$ cat src/rtl/core/mpq_pkg.sv
// Package for the min priority queue: request and result item types,
// status and request codes, and the control bundle sent to every cell.
// No dependencies; used by mpq_cell and min_priority_queue.
package mpq_pkg;

  // Fixed field widths of the request and result items.
  localparam int KEY_W = 32;
  localparam int PAY_W = 16;
  localparam int OCC_W = 7;
  localparam int STATUS_W = 2;

  // Request codes.
  localparam logic REQ_INSERT  = 1'b0;
  localparam logic REQ_EXTRACT = 1'b1;

  // Result status codes.
  typedef enum logic [STATUS_W-1:0] {
    ST_DONE  = 2'd0,
    ST_FULL  = 2'd1,
    ST_EMPTY = 2'd2
  } status_t;

  typedef struct packed {
    logic             req_type;
    logic [KEY_W-1:0] key;
    logic [PAY_W-1:0] payload;
  } in_item_t;

  typedef struct packed {
    status_t          status;
    logic [KEY_W-1:0] out_key;
    logic [PAY_W-1:0] out_payload;
    logic [OCC_W-1:0] occupancy;
  } out_item_t;

  // One held entry of the queue.
  typedef struct packed {
    logic [KEY_W-1:0] key;
    logic [PAY_W-1:0] payload;
  } entry_t;

  // Control broadcast to every cell of the row.
  typedef struct packed {
    logic capture;  // Compare the held key against the request key.
    logic ins;      // Apply an insert: shift the larger tail one place right.
    logic ext;      // Apply an extract: shift the whole row one place left.
  } cell_ctl_t;

endpackage

$ cat src/rtl/core/mpq_cell.sv
// One cell of the sorted row: holds one entry, its valid bit and the
// result of comparing its key against the pending request key.
// Depends on mpq_pkg.
module mpq_cell (
  input  logic              clk,
  input  logic              rst_n,
  input  mpq_pkg::cell_ctl_t ctl,
  input  mpq_pkg::entry_t   new_entry,
  input  mpq_pkg::entry_t   left_entry,
  input  logic              left_valid,
  input  logic              left_gt,
  input  mpq_pkg::entry_t   right_entry,
  input  logic              right_valid,
  output mpq_pkg::entry_t   entry,
  output logic              valid,
  output logic              gt
);
  import mpq_pkg::*;

  entry_t entry_r, entry_nxt;
  logic   valid_r, valid_nxt;
  logic   gt_r, gt_nxt;

  // An empty cell counts as holding an infinitely large key, so an insert
  // lands in the first cell whose key is strictly larger or that is empty.
  always_comb begin
    gt_nxt = gt_r;
    if (ctl.capture) begin
      gt_nxt = !valid_r || (entry_r.key > new_entry.key);
    end
  end

  // Shift in from a neighbor or take the new entry.
  always_comb begin
    entry_nxt = entry_r;
    valid_nxt = valid_r;
    if (ctl.ins && gt_r) begin
      if (left_gt) begin
        entry_nxt = left_entry;
        valid_nxt = left_valid;
      end else begin
        entry_nxt = new_entry;
        valid_nxt = 1'b1;
      end
    end else if (ctl.ext) begin
      entry_nxt = right_entry;
      valid_nxt = right_valid;
    end
  end

  always_ff @(posedge clk) begin
    if (!rst_n) begin
      valid_r <= 1'b0;
      gt_r    <= 1'b0;
    end else begin
      valid_r <= valid_nxt;
      gt_r    <= gt_nxt;
    end
  end

  always_ff @(posedge clk) begin
    entry_r <= entry_nxt;
  end

  assign entry = entry_r;
  assign valid = valid_r;
  assign gt    = gt_r;

endmodule
$ cat config.mk
export PLATFORM = sky130hd
export DESIGN_NAME = mpq_cell
export DESIGN_NICKNAME = d
export VERILOG_FILES = /design/src/rtl/core/mpq_pkg.sv /design/src/rtl/core/mpq_cell.sv
export SDC_FILE = /design/constraint.sdc
export NUM_CORES = 1
export LEC_CHECK = 0
export BUFFER_PORTS_ARGS = -buffer_cell sky130_fd_sc_hd__buf_2
export CORE_MARGIN = 2
export CORE_UTILIZATION = 48
export DETAILED_ROUTE_END_ITERATION = 8
export MAX_ROUTING_LAYER = met4
export PLACE_DENSITY = 0.9
export SLEW_MARGIN = 20
export SYNTH_ARGS = -nofsm -noshare
export SYNTH_HDL_FRONTEND = slang
export SYNTH_SLANG_ARGS = --single-unit
export TNS_END_PERCENT = 5
$ cat constraint.sdc
create_clock -name clk -period 3.35 [get_ports clk]
set_input_delay 0 -clock clk [delete_from_list [all_inputs] [get_ports clk]]
set_output_delay 0 -clock clk [all_outputs]
set_load 0.02 [all_outputs]
==> results.rst <==
.. list-table::
   :header-rows: 1

   * - Metric
     - Value
   * - Final Max Tran Viols
     - 0
   * - Initial antenna violation count
     - 0
   * - Library cell contributing the largest single delay on the critical path
     - edfxtp_1
   * - Total number of placement rows
     - 30
   * - Register area
     - 1481 um^2
   * - Leak Pwr
     - 2.306 nW
   * - Share of synthesized area occupied by flip-flops and latches
     - 43.77%
   * - Run status
     - finished, final reports clean
   * - Synth warn
     - 0
   * - Via count of the routed design
     - 3,108
   * - Core Box Area
     - 6794 um^2
   * - Share of cells above drive strength 1
     - 40.95%
   * - Wire length of the first global-routing pass
     - 13,030 um
   * - Number of inserted filler cells in the final layout
     - 536
   * - TritonCTS clock tree
     - yes
   * - Part of the power in registers
     - 48.8%
   * - Chip Width
     - 87.97 um
   * - Arrival time at the worst endpoint
     - 1.93 ns
   * - Peak clock frequency supported by timing
     - 571.6 MHz
   * - Critical path required time
     - 3.53 ns
   * - Combinational group share of total power
     - 30.0%
   * - Total congestion overflow after global routing
     - 0
   * - Number of DRC markers in iteration 0
     - 134
   * - Proportion of register bits with asynchronous set or reset after synthesis
     - 0%
   * - Clock latency of the later-clocked register in the worst-skew pair
     - 0.30 ns
   * - Switching share of power
     - 30.81%
   * - DR pass1 iterations
     - 4
   * - Number of failing hold endpoints at the final stage
     - 0
   * - Final net count
     - 709
   * - Drc violations
     - 0
   * - Number of nets produced by synthesis
     - 515
   * - Synthesized netlist cell count
     - 331
   * - Total global routing track utilization
     - 22.03%
   * - H-Tree Level Count
     - 2
   * - Effective utilization at floorplan
     - 49.82%
   * - Synthesis-stage register bit count
     - 50
   * - CP cell instances
     - ha_1 -> nand4_1 -> nor2_1 -> o2bb2ai_1 -> o41ai_1 -> a21boi_1
   * - Peak VDD IR
     - 0.0001786 V
   * - Root Buffer Master
     - clkbuf_8
   * - Unrepaired setup endpoints after global routing
     - false
   * - Critical setup path kind
     - reg2reg
   * - Final instance count without filler cells
     - 621
   * - Number of inserted diodes
     - 0
   * - Summed negative setup slack over all endpoints
     - 0 ns
   * - CTS buffer count
     - 5
   * - Worst Max-Slew Pin Slew
     - 0.9040 ns
   * - Synth Area per Inst
     - 10.23 um^2
   * - Number of clock sinks seen by CTS
     - 50
   * - Top flip-flop cell by instance count after synthesis
     - edfxtp_1
   * - Die ar.
     - 7739 um^2
   * - Delay of the slowest cell on the worst path
     - 0.42 ns
   * - Total detailed-routing wirelength
     - 8547 um
   * - Max_slew headroom
     - 39.73%
   * - Largest fanout on the critical path
     - 4
   * - Clock network fraction of design power
     - 21.2%
   * - Worst-case setup slack after placement
     - 1.543 ns
   * - Multi-input combinational cell area
     - 1687 um^2
   * - Path class of the lowest-slack min-delay path
     - in2reg
   * - Sort of element at the end of the critical path
     - register
   * - Pwr per Cell Area
     - 353.8 nW/um^2
   * - Antenna-violating nets left
     - 0
   * - Post-cts gate resize count
     - 0
   * - Area of the mapped netlist
     - 3384 um^2
   * - Post-route clock period utilization
     - 52.22%
   * - Num ports
     - 202
   * - Post-synthesis cell type count
     - 38
   * - Last weighted congestion value of the routability-driven placer
     - 0.8026
   * - Mean routed wirelength per cell
     - 13.76 um
   * - Detailed-placement wirelength estimate
     - 6723 um
   * - Growth of design area from synthesis to finish
     - 33.42%
   * - Number of global-route vias before repair
     - 2,998
   * - Clk pin slew, worst setup/hold paths
     - 0.09 ns
   * - Fin worst setup slack
     - 1.601 ns
   * - Max-cap violation count
     - 0
   * - Instance count after placement with tap cells included
     - 613
   * - Setup skew after layout
     - 0.009522 ns
   * - Final setup violation count
     - 0
   * - Vias per cell
     - 5.005
   * - Post-route minimum period
     - 1.749 ns
   * - Internal cell power
     - 1.105 mW
   * - Switching power
     - 0.4923 mW
   * - Count of flip-flops with a built-in enable after synthesis
     - 48
   * - Port Buffer Count
     - 201
   * - Maximum buffer depth of the clock tree
     - 2
   * - Type of origin of the critical path
     - register
   * - Overall die height
     - 87.97 um
   * - Largest net degree at the start of global routing
     - 99
==> cells in the final DEF (no fill, tap or decap), types with 2 or more instances in the layout <==
master    instances
buf_2           201
o21ai_1           2
a21oi_1          60
nor3_1            2
dfxtp_1           2
buf_4             2
nand3_1           4
a21boi_0          2
edfxtp_1         48
mux2i_1          48
nand4_1           6
clkbuf_1          2
a21o_1            2
ha_1             32
nand2_1           4
clkbuf_8          5
nor2_1           50
inv_1            32
==> metrics by stage <==
step                      hold WS, ns  total power, mW  utilization, %  instance area [um^2]
after floorplan                0.1334            1.083               -                  3385
after global placement         0.2568            1.254           65.16                  4427
after detailed placement       0.2600            1.275           65.16                  4427
after CTS                     0.01727            1.610           66.43                  4513
after global routing          0.02307            1.685           66.46                  4516
final                         0.02398            1.598           66.46                  4516
==> timing repair <==
action	in CTS	in global routing
endpoints found under the hold margin	1	0
setup buffers	0	0
hold buffers	1	0
==> routing by layer <==
layer  GRT usage, %  part of all wire, %  vias up
met2          41.12                   52      136
met3          5.090                  7.4        8
met5              -                    0        -
met1          23.00                   40     1377
met4          6.154                  1.1        0
li1               -                    -     1587
==> flip-flops by register name (all words and copies together), names as in the netlist <==
signal  flops
entry      48
valid       1
gt          1
==> power groups by stage <==
stage                     clock network (mW)  registers [mW]  logic [mW]
after floorplan                            0           0.863       0.220
after global placement                     0           0.793       0.461
after detailed placement                   0           0.796       0.479
after CTS                              0.346           0.782       0.482
after global routing                   0.367           0.787       0.531
final                                  0.339           0.780       0.479
==> area by class of cell <==
| type | instances | area share, % |
|---|---|---|
| multi-input cells | 232 | 37.35 |
| well taps | 96 | 2.660 |
| repair buffers | 204 | 22.83 |
| inverters | 32 | 2.660 |
| clock buffers | 7 | 1.690 |
| flip-flops and latches | 50 | 32.81 |
==> cell families (layout without fill, tap and decap cells) <==
logic type                 after synthesis  after routing  synth area share (%)
AOI/OAI and AO/OA                       77             77                 12.79
and+or+nand+nor                         74             74                 10.57
DFF                                     50             50                 43.77
muxes                                   49             49                 14.53
buffers and inverters                   49            243                 6.506
adders and majority gates               32             32                 11.83
==> path summary, 6_finish.rpt <==
| kind | startpoint | end | slack [ns] | cells after the start |
|---|---|---|---|---|
| hold / removal | right_entry[32] | entry[32] | 0.02 | 3 |
| setup reg to reg | entry[30] | gt | 1.60 | 6 |
| setup / recovery | entry[30] | gt | 1.60 | 6 |
| hold reg to reg | valid | valid | 0.69 | 2 |
==> cells in the mapped netlist, types with 2 or more instances <==
| cell | instances | share of area, % |
|---|---|---|
| mux2i_1 | 48 | 14 |
| nor3_1 | 2 | 0.30 |
| clkbuf_1 | 4 | 0.44 |
| a21o_1 | 2 | 0.44 |
| dfxtp_1 | 2 | 1.2 |
| a21boi_0 | 2 | 0.44 |
| a21oi_1 | 60 | 8.9 |
| buf_6 | 2 | 0.67 |
| nand2_1 | 4 | 0.44 |
| nand3_1 | 4 | 0.59 |
| ha_1 | 32 | 12 |
| buf_2 | 8 | 1.2 |
| nor2_1 | 50 | 5.5 |
| inv_1 | 32 | 3.5 |
| nand4_1 | 6 | 1.1 |
| buf_4 | 3 | 0.67 |
| edfxtp_1 | 48 | 43 |
| o21ai_1 | 2 | 0.30 |
==> worst max-delay path, delay by kind of cell, from the launching register on <==
family,cells,cell delay [ns]
AO/OA/AOI/OAI,3,0.63
flip-flops,1,0.42
adder cells (fa/ha/maj),1,0.33
AND/OR/NAND/NOR,2,0.26
Power figures use the tool's default switching activity.
